$ cat config.mk
export PLATFORM = sky130hd
export DESIGN_NAME = rcmm_ctrl
export DESIGN_NICKNAME = d
export VERILOG_FILES = /design/src/design/rcmm_pkg.sv /design/src/design/rcmm_ctrl.sv
export SDC_FILE = /design/constraint.sdc
export NUM_CORES = 1
export LEC_CHECK = 0
export ABC_AREA = 1
export BUFFER_PORTS_ARGS = -buffer_cell sky130_fd_sc_hd__clkbuf_2
export CORE_AREA = 2 2 39 41
export DETAILED_ROUTE_END_ITERATION = 8
export DIE_AREA = 0 0 41 43
export HOLD_SLACK_MARGIN = 0.03
export PLACE_DENSITY = 0.49
export SYNTH_ARGS = -nofsm -noshare
export SYNTH_HDL_FRONTEND = slang
export SYNTH_SLANG_ARGS = --single-unit
$ cat constraint.sdc
create_clock -name clk_i -period 1.2 [get_ports clk_i]
set_input_delay 0.24 -clock clk_i [delete_from_list [all_inputs] [get_ports clk_i]]
set_output_delay 0.24 -clock clk_i [all_outputs]
set_load 0.02 [all_outputs]
$ cat src/design/rcmm_pkg.sv
// Shared types, register indexes and default sizes for the RGB convolution block.
`default_nettype none
package rcmm_pkg;

  localparam int DEF_MAX_WIDTH  = 1024;
  localparam int DEF_MAX_HEIGHT = 1024;
  localparam int DEF_MAX_RADIUS = 2;

  localparam int COEF_COUNT = 25;
  localparam int COEF_BITS  = COEF_COUNT * 8;

  localparam logic [2:0] CFG_WIDTH  = 3'd0;
  localparam logic [2:0] CFG_HEIGHT = 3'd1;
  localparam logic [2:0] CFG_RADIUS = 3'd2;
  localparam logic [2:0] CFG_COEF0  = 3'd3;
  localparam logic [2:0] CFG_COEF1  = 3'd4;
  localparam logic [2:0] CFG_COEF2  = 3'd5;
  localparam logic [2:0] CFG_COEF3  = 3'd6;

  typedef struct packed {
    logic [10:0]          width;
    logic [10:0]          height;
    logic [1:0]           radius;
    logic [COEF_BITS-1:0] coefs;
  } rcmm_cfg_t;

  typedef struct packed {
    logic load;
    logic geom;
    logic write;
    logic tap_step;
    logic norm;
    logic div_step;
    logic emit;
  } rcmm_cmd_t;

  typedef struct packed {
    logic frame_start;
    logic need_out;
    logic taps_last;
    logic div_last;
    logic out_busy;
  } rcmm_status_t;

endpackage
`default_nettype wire

$ cat src/design/rcmm_ctrl.sv
// Sequencer for one item: load, geometry latch, store, tap walk, normalize, divide, emit.
`default_nettype none
module rcmm_ctrl
  import rcmm_pkg::*;
(
  input  wire logic         clk_i,
  input  wire logic         rst_ni,
  input  wire logic         in_valid_i,
  output logic              in_ready_o,
  input  wire rcmm_status_t status_i,
  output rcmm_cmd_t         cmd_o
);

  typedef enum logic [2:0] {
    S_IDLE, S_GEOM, S_WRITE, S_TAPS, S_DRAIN, S_NORM, S_DIV, S_EMIT
  } state_e;

  state_e state_q, state_d;

  always_comb begin
    state_d = state_q;
    cmd_o   = '0;
    unique case (state_q)
      S_IDLE: begin
        if (in_valid_i) begin
          cmd_o.load = 1'b1;
          state_d    = status_i.frame_start ? S_GEOM : S_WRITE;
        end
      end
      S_GEOM: begin
        cmd_o.geom = 1'b1;
        state_d    = S_WRITE;
      end
      S_WRITE: begin
        cmd_o.write = 1'b1;
        state_d     = status_i.need_out ? S_TAPS : S_IDLE;
      end
      S_TAPS: begin
        cmd_o.tap_step = 1'b1;
        if (status_i.taps_last) begin
          state_d = S_DRAIN;
        end
      end
      S_DRAIN: state_d = S_NORM;
      S_NORM: begin
        cmd_o.norm = 1'b1;
        state_d    = S_DIV;
      end
      S_DIV: begin
        cmd_o.div_step = 1'b1;
        if (status_i.div_last) begin
          state_d = S_EMIT;
        end
      end
      S_EMIT: begin
        if (!status_i.out_busy) begin
          cmd_o.emit = 1'b1;
          state_d    = S_IDLE;
        end
      end
      default: state_d = S_IDLE;
    endcase
  end

  assign in_ready_o = (state_q == S_IDLE);

  always_ff @(posedge clk_i or negedge rst_ni) begin
    if (!rst_ni) begin
      state_q <= S_IDLE;
    end else begin
      state_q <= state_d;
    end
  end

endmodule
`default_nettype wire

==> reports/summary.txt, run 1 <==
Outcome = finished with violations
Violated checks = setup timing
Grt met1 use = 0.136
Largest register by flop count = state_q
CTS clock-pin slew for the worst setup and hold paths = 0.04 ns
Clock Sinks = 3
I/O pin count = 16
Flip-flop count of the largest register after layout = 3
Number of H-tree branching levels = 1
Layer carrying the most global-route usage = met2
Post-layout total power = 1710 µW
Setup CP Type = reg2out
HPWL Detailed = 648 µm
Leakage component of the power = 0.000340 µW
Fmax = 0.721 GHz
Count of final hold-check violations = 0
CP endpoint kind = primary output
Setup crit start kind = register
Worst supply voltage drop on vdd = 0.927 mV
Final Setup Violations = 11
Grt met3 use = 0.0157
WL per Instance = 9.50 µm
Cell row count = 14
Netlist Area Pre-Place = 315 µm²
Buffers added on ports = 15
Critical path fanouts, max = 4
Area of the die = 0.00176 mm²
Proportion of synthesized chip area in sequential cells = 0.238
Data required, critical path = 0.96 ns
DRT iter0 DRCs = 10
End of the critical path = cmd_o[1]
Share of the clock period used by the worst path = 1.16
Number of cells on the worst reg-to-reg path = 6
Async S/R FF share, synth = 1.00
First-pass DRT Iterations = 4
Antenna diode count = 0
Area occupied by registers = 78.8 µm²
Number of antenna violations at the first check in global routing = 0
Cell with the most instances after synthesis = nand2_1
FF-to-FF End = state_q[2]$_DFFE_PN0P_
Post-synth top area cell = dfrtp_1
Area of the multi-input gates = 239 µm²
Global placement routability congestion = 0.823
Starting Density = 0.228
Final ANT Viol Nets = 0
Placement Cell Area = 448 µm²
Leading register cell type out of synthesis = dfrtp_1
Clock Latency Late Sink = 0.23 ns
Vias in the first global route = 350
Power density over cell area = 2770 mW/mm²
Root Buffer Master = clkbuf_4
Post-Syn Area per Cell = 5.95 µm²
Register bit total from synthesis = 3
Y dimension of the die = 43 µm
Time the final worst path needs with I/O delays and setup = 1.39 ns
Fraction of layout cells with a size suffix above 1 = 0.610
Critical register-to-register path startpoint = state_q[1]$_DFFE_PN0P_
Area of all placed cells without fillers = 619 µm²
Number of nets in the finished design = 91
Synth warnings = 0
Slack of the critical path = -0.186 ns
Synth Net Count = 61
Routed via count divided by cell count = 4.35
Post-synth EDFFs = 0
Inserted Clock Buffers = 3
Core area = 0.00138 mm²
Width of the die = 41 µm
Max-slew headroom = 0.832
Top flop regs = state_q x3
Largest cells by area after synthesis = dfrtp_1, nand2_1, inv_1
Setup Skew = 0.00210 ns
Yosys cell types = 14
Max Slew Vio Count = 0
Worst Setup SP = state_q[1]$_DFFE_PN0P_
Number of filler cells placed in the layout = 133
CTS tree = built
Via count of the routed design = 426
Area share of the leading cell type in the synthesized netlist = 0.238
Global-route wire length before repair = 1.37 mm
Maximum number of pins on one net before global-route repair = 9
Most instantiated cells after synthesis = nand2_1, inv_1, nand2_2
Max Buffers Root-to-Sink = 2
Endpoint arrival time on the critical path = 1.15 ns
Global-route total usage across every layer = 0.114
Syn Inst Count = 53
Worst-margin pin slew = 0.253 ns
Total wirelength of the detailed-routed design = 931 µm
Tightest Hold Check Type = in2async
Setup slack on the worst flop-to-flop path = -0.06 ns
Met2 GRT Util = 0.184
Final-layout worst hold slack = 0.334 ns
Leftover overflow at the end of global routing = 0
Setup repair after global routing missed its margin = true
Synth-to-layout area growth = 96.4%
Number of maximum-capacitance violations = 0
DRC violations left = 0
## metal layers
metal / wire (µm) / share of wire / up-vias
li1: - / - / 222
met1: 376 / 0.40 / 188
met2: 491 / 0.53 / 14
met3: 47 / 0.050 / 2
met4: 17 / 0.018 / 0
met5: 0 / 0 / -
## worst min-delay path by stage
stage                             end  slack [ns]
2_1_floorplan  state_q[0]$_DFFE_PN0P_       -0.06
3_3_place_gp   state_q[2]$_DFFE_PN0P_        0.04
3_5_place_dp   state_q[2]$_DFFE_PN0P_        0.04
4_1_cts        state_q[1]$_DFFE_PN0P_        0.34
5_1_grt        state_q[2]$_DFFE_PN0P_        0.34
6_report       state_q[1]$_DFFE_PN0P_        0.33
## metrics by stage
stage	util	cells	setup WS, ns	setup TNS [ns]
floorplan	-	53	-0.0481	-0.139
global placement	0.324	87	-0.0217	-0.0231
detailed placement	0.324	87	-0.0282	-0.0332
CTS	0.417	96	-0.176	-1.36
global route	0.448	98	-0.239	-2.05
finish	0.448	98	-0.186	-1.38
## final cells by class
type	instances	area share
sequential	3	0.127
clock buffer	4	0.0424
tap	16	0.0323
timing repair buffer	27	0.343
multi-input combinational	38	0.386
inverter	10	0.0687
## cell usage in the layout (no fill, tap or decap), drive strengths merged
cell,Yosys,routed
inv,10,10
buf,2,18
o21ai,3,3
clkbuf,0,12
nor3,3,3
dlygate4sd3,0,1
nand2,19,19
dfrtp,3,3
nand3b,1,1
nor2,7,7
nand4,2,2
nand3,3,3
## power by group
part | internal, µW | switching, µW | total [µW]
clock network | 125 | 51.1 | 176
registers | 163 | 145 | 308
logic | 601 | 629 | 1230
total | 888 | 825 | 1710
## worst max-delay path, stage by stage, from the launching register on
cell      delay (ns)
dfrtp_2         0.45
inv_4           0.07
nor2_4          0.11
nand2_1         0.08
inv_1           0.07
clkbuf_8        0.14
## cells by family after synthesis
logic type             share of synthesized area
buffers and inverters                      0.167
AND/OR/NAND/NOR                            0.548
flip-flops                                 0.238
AO/OA/AOI/OAI                             0.0476
## timing repair
action / CTS / global route
resized for setup: 23 / 14
cloned: 0 / 0
pin swaps: 9 / 6
hold buffers: 1 / 0
endpoints found under the setup margin: 11 / 11
setup buffers: 4 / 2
endpoints found under the hold margin: 3 / 0
No activity file was read; power rests on OpenSTA's default activity.
==> run 2: changes to the inputs <==
REMOVE_ABC_BUFFERS = 1   (was unset)
==> run 2 against run 1 <==
Net effect: the run still ends with setup timing left; critical path depth is the same; clock power is essentially flat; non-clock buffer count grew 3; worst hold slack gained 0.0052 ns; die area is the same; setup slack lost 0.012 ns; register-to-register slack lost 0.11 ns; clock skew grew 0.00083 ns; fmax shrank 0.83%; critical endpoint is now cmd_o[2]; highest routed layer is now met3.
==> reports/summary.txt, run 2 (same netlist as run 1, synthesis figures left out) <==
Fraction of layout cells with a size suffix above 1 = 0.635
Total wirelength of the detailed-routed design = 1.04 mm
CTS tree = built
Worst path max stage delay = 0.44 ns
Vias in the first global route = 394
Worst-margin pin slew = 0.179 ns
Via count of the routed design = 426
Global-route total usage across every layer = 0.131
Number of nets in the finished design = 94
I/O pin count = 16
Core area = 0.00138 mm²
Setup slack on the worst flop-to-flop path = -0.17 ns
Width of the die = 41 µm
Top flop regs = state_q x3
Final ANT Viol Nets = 0
Cell-by-cell trace of the critical path = buf_6 > buf_6 > nand2_4 > nor2_4 > buf_6
Inserted Clock Buffers = 3
Leading cell types in the layout, fill and taps excluded = buf_4, nand2_1, clkbuf_2, inv_2
Cell row count = 14
CP endpoint kind = primary output
Endpoint arrival time on the critical path = 1.16 ns
Data required, critical path = 0.96 ns
Number of antenna violations at the first check in global routing = 0
Maximum number of pins on one net before global-route repair = 9
Max Buffers Root-to-Sink = 2
Core Util, Final = 0.448
Root Buffer Master = clkbuf_4
HPWL Detailed = 639 µm
Final Setup Violations = 11
Time the final worst path needs with I/O delays and setup = 1.40 ns
Setup CP Type = reg2out
DRT iter0 DRCs = 2
Critical register-to-register path startpoint = state_q[1]$_DFFE_PN0P_
Setup repair after global routing missed its margin = true
First-pass DRT Iterations = 2
Most common cell after layout, fill and taps aside = buf_4
Critical path fanouts, max = 4
Clock Latency Late Sink = 0.23 ns
Antenna diode count = 0
Placement Cell Area = 425 µm²
Synth-to-layout area growth = 96.8%
Max Slew Vio Count = 0
DRC violations left = 0
Worst Setup SP = state_q[2]$_DFFE_PN0P_
Count of final hold-check violations = 0
Tightest Hold Check Type = in2async
Starting Density = 0.228
WL per Instance = 10.3 µm
CTS clock-pin slew for the worst setup and hold paths = 0.04 ns
Y dimension of the die = 43 µm
Routed via count divided by cell count = 4.22
Setup crit start kind = register
Number of H-tree branching levels = 1
Violated checks = setup timing
Buffers added on ports = 15
Max-slew headroom = 0.880
Critical Path Most Common Cell = buf_6
Master of the slowest instance on the critical path = dfrtp_2
Outcome = finished with violations
Filler-free cell count of the finished design = 101
Area of the die = 0.00176 mm²
Worst supply voltage drop on vdd = 0.979 mV
Flip-flop count of the largest register after layout = 3
Fmax = 0.715 GHz
Leakage component of the power = 0.000352 µW
Placed Cells incl. Taps = 86
Share of the clock period used by the worst path = 1.16
Largest register by flop count = state_q
Area of all placed cells without fillers = 621 µm²
Slack of the critical path = -0.198 ns
Setup Skew = 0.00293 ns
Clock Sinks = 3
Sum of negative setup slack = -1.53 ns
Global placement routability congestion = 0.732
Leftover overflow at the end of global routing = 0
Worst-case setup slack after placement = -0.0395 ns
Number of maximum-capacitance violations = 0
Power density over cell area = 2720 mW/mm²
Global-route wire length before repair = 1.55 mm
-- run 2: cell types whose count changed in the layout (fill, tap and decap cells not counted), moves of 2 or more --
| cell | delta |
|---|---|
| nand2_2 | +2 |
| inv_1 | -2 |
| o21ai_0 | +2 |
| nand2_1 | -2 |
| inv_4 | -2 |
| inv_2 | +4 |
| buf_4 | +2 |
-- run 2: worst paths after layout --
path	end	depth (start not counted)
worst max-delay path	cmd_o[2]	5
worst min-delay path	state_q[2]$_DFFE_PN0P_	2
worst max register to register	state_q[2]$_DFFE_PN0P_	9
worst min register to register	state_q[0]$_DFFE_PN0P_	2
max in group asynchronous	state_q[1]$_DFFE_PN0P_	2
min in group clk_i	state_q[0]$_DFFE_PN0P_	5
-- run 2: per-stage QoR --
step                      total power [µW]  hold WS (ns)
after floorplan                        791       -0.0556
after global placement                1100        0.0379
after detailed placement              1080        0.0371
after CTS                             1550         0.334
after global routing                  1820         0.346
final                                 1690         0.339
-- run 2: metal layers --
layer | track usage | part of all wire | up-vias | routed length [µm]
met3 | 0.00524 | 0.049 | 0 | 51
met1 | 0.165 | 0.43 | 188 | 444
li1 | - | - | 226 | -
met4 | 0.100 | 0 | 0 | 0
met2 | 0.197 | 0.52 | 12 | 546
met5 | 0 | 0 | - | 0
-- run 2: final cells by class --
class | instances | area [µm²]
fill | 149 | 763
timing repair buffer | 30 | 233
multi-input combinational | 38 | 225
sequential | 3 | 78.8
inverter | 10 | 37.5
clock buffer | 4 | 26.3
tap | 16 | 20.0
-- run 2: power by group --
group	switching, µW	internal [µW]
logic	648	594
registers	111	164
clock network	48.2	124
total	808	882
-- run 2: timing repair --
item,CTS,global route
endpoints found under the setup margin,8,11
resized for setup,23,12
hold buffers,1,0
hold endpoints to repair,3,0
pin swaps,2,1
cloned,0,0
setup buffers,8,2
-- run 2: worst max-delay path: cells and delay by family, from the launching register on --
family,cells,cell delay [ns]
buffers and inverters,3,0.38
AND/OR/NAND/NOR,2,0.10
flip-flops,1,0.44
==> run 3: changes to the inputs <==
BUFFER_PORTS_ARGS = unset   (was -buffer_cell sky130_fd_sc_hd__clkbuf_2)
DONT_BUFFER_PORTS = 1   (was unset)
PLACE_DENSITY = 0.39   (was 0.49)
==> run 3 against run 2 <==
Net effect: the flow still finishes with violations (setup timing); critical path depth decreased by 1; core utilization decreased by 8.0 points; sequential share of layout area increased by 2.8 points; clock skew decreased by 0.0012 ns; sequential power increased by 5%; fmax increased by 1.5%; combinational power decreased by 17%.
==> reports/summary.txt, run 3 (same netlist as run 1, synthesis figures left out) <==
Synth-to-layout area growth = 61.5%
Top flop regs = state_q x3
DRC violations left = 0
Time the final worst path needs with I/O delays and setup = 1.38 ns
Max-slew headroom = 0.857
CTS tree = built
Width of the die = 41 µm
CP endpoint kind = primary output
Outcome = finished with violations
DRT iter0 DRCs = 1
Setup Skew = 0.00177 ns
Worst-margin pin slew = 0.215 ns
Filler-free cell count of the finished design = 84
Core area = 0.00138 mm²
Global placement routability congestion = 0.659
Largest register by flop count = state_q
Placement Cell Area = 388 µm²
Maximum number of pins on one net before global-route repair = 9
Max Slew Vio Count = 0
Total wirelength of the detailed-routed design = 844 µm
Number of H-tree branching levels = 1
Buffers added on ports = 0
Setup slack on the worst flop-to-flop path = -0.03 ns
I/O pin count = 16
Setup CP Type = reg2out
Flip-flop count of the largest register after layout = 3
Setup crit start kind = register
Max Buffers Root-to-Sink = 2
Power density over cell area = 2940 mW/mm²
Number of antenna violations at the first check in global routing = 0
Root Buffer Master = clkbuf_4
Endpoint arrival time on the critical path = 1.14 ns
Number of nets in the finished design = 77
Global-route total usage across every layer = 0.109
First-pass DRT Iterations = 2
Global-route wire length before repair = 1.30 mm
Routed via count divided by cell count = 4.21
Leakage component of the power = 0.000271 µW
Final ANT Viol Nets = 0
Core Util, Final = 0.368
Inserted Clock Buffers = 3
Final Setup Violations = 10
HPWL Detailed = 624 µm
Share of the clock period used by the worst path = 1.15
Via count of the routed design = 354
CTS clock-pin slew for the worst setup and hold paths = 0.04 ns
Clock Latency Late Sink = 0.23 ns
Clock Sinks = 3
Data required, critical path = 0.96 ns
Vias in the first global route = 336
Cell row count = 14
Antenna diode count = 0
Critical register-to-register path startpoint = state_q[2]$_DFFE_PN0P_
Violated checks = setup timing
Area of the die = 0.00176 mm²
WL per Instance = 10.0 µm
Fraction of layout cells with a size suffix above 1 = 0.544
Worst supply voltage drop on vdd = 1.12 mV
Slack of the critical path = -0.177 ns
Number of maximum-capacitance violations = 0
Tightest Hold Check Type = in2async
Leading cell types in the layout, fill and taps excluded = nand2_1, buf_4, inv_1, buf_6
Setup repair after global routing missed its margin = true
Count of final hold-check violations = 0
Area of all placed cells without fillers = 509 µm²
Critical path fanouts, max = 6
FF-to-FF End = state_q[1]$_DFFE_PN0P_
Placed Cells incl. Taps = 76
Y dimension of the die = 43 µm
Final-layout worst hold slack = 0.258 ns
Post-layout total power = 1500 µW
Leftover overflow at the end of global routing = 0
Fmax = 0.726 GHz
Most common cell after layout, fill and taps aside = nand2_1
Number of cells on the worst reg-to-reg path = 6
Starting Density = 0.228
==> run 3: cell types whose count changed in the layout (fill, tap and decap cells not counted), moves of 2 or more <==
cell	change
buf_4	-9
clkbuf_2	-7
buf_6	+2
inv_2	-2
==> run 3: routing by layer <==
layer,part of all wire,global-route usage,up-vias
met5,0,0,-
met1,0.40,0.136,151
li1,-,-,194
met3,0.058,0.0157,0
met2,0.54,0.169,9
met4,0,0.0600,0
==> run 3: through the flow <==
stage / setup WS [ns] / TNS, ns
floorplan: -0.211 / -0.454
global placement: -0.0432 / -0.0559
detailed placement: -0.0423 / -0.0423
CTS: -0.205 / -1.40
global route: -0.224 / -1.91
finish: -0.177 / -1.19
==> run 3: layout make-up <==
type                    count  area [µm²]
flip-flops and latches      3        78.8
repair buffers             13         119
multi-input cells          38         225
well taps                  16        20.0
fillers                   162         875
inverters                  10        40.0
clock buffers               4        26.3
==> run 3: worst max path at each step <==
stage | from | end | slack, ns
after floorplan | state_q[2]$_DFFE_PN0P_ | cmd_o[6] | -0.21
after global placement | state_q[1]$_DFFE_PN0P_ | cmd_o[6] | -0.04
after detailed placement | state_q[1]$_DFFE_PN0P_ | cmd_o[6] | -0.04
after CTS | state_q[1]$_DFFE_PN0P_ | cmd_o[6] | -0.20
after global routing | state_q[1]$_DFFE_PN0P_ | cmd_o[0] | -0.22
final | state_q[1]$_DFFE_PN0P_ | cmd_o[6] | -0.18
==> run 3: what timing repair did <==
action / 4_1_cts / 5_1_grt
buffers inserted: 3 / 0
pin swaps: 4 / 5
hold endpoints to repair: 3 / 0
resized for setup: 12 / 9
hold buffers: 1 / 0
setup endpoints to repair: 8 / 11
==> run 3: critical path, cell delays in order (launching register included) <==
cell and delay [ns]:
dfrtp_2 0.47, nor2_4 0.12, inv_2 0.07, nor3_2 0.10, buf_4 0.16
==> run 3: report_power, final <==
part	switching [µW]	leakage [µW]	internal, µW
clock network	48.7	0.0000150	124
logic	584	0.000222	451
registers	126	0.0000336	163
total	759	0.000271	738
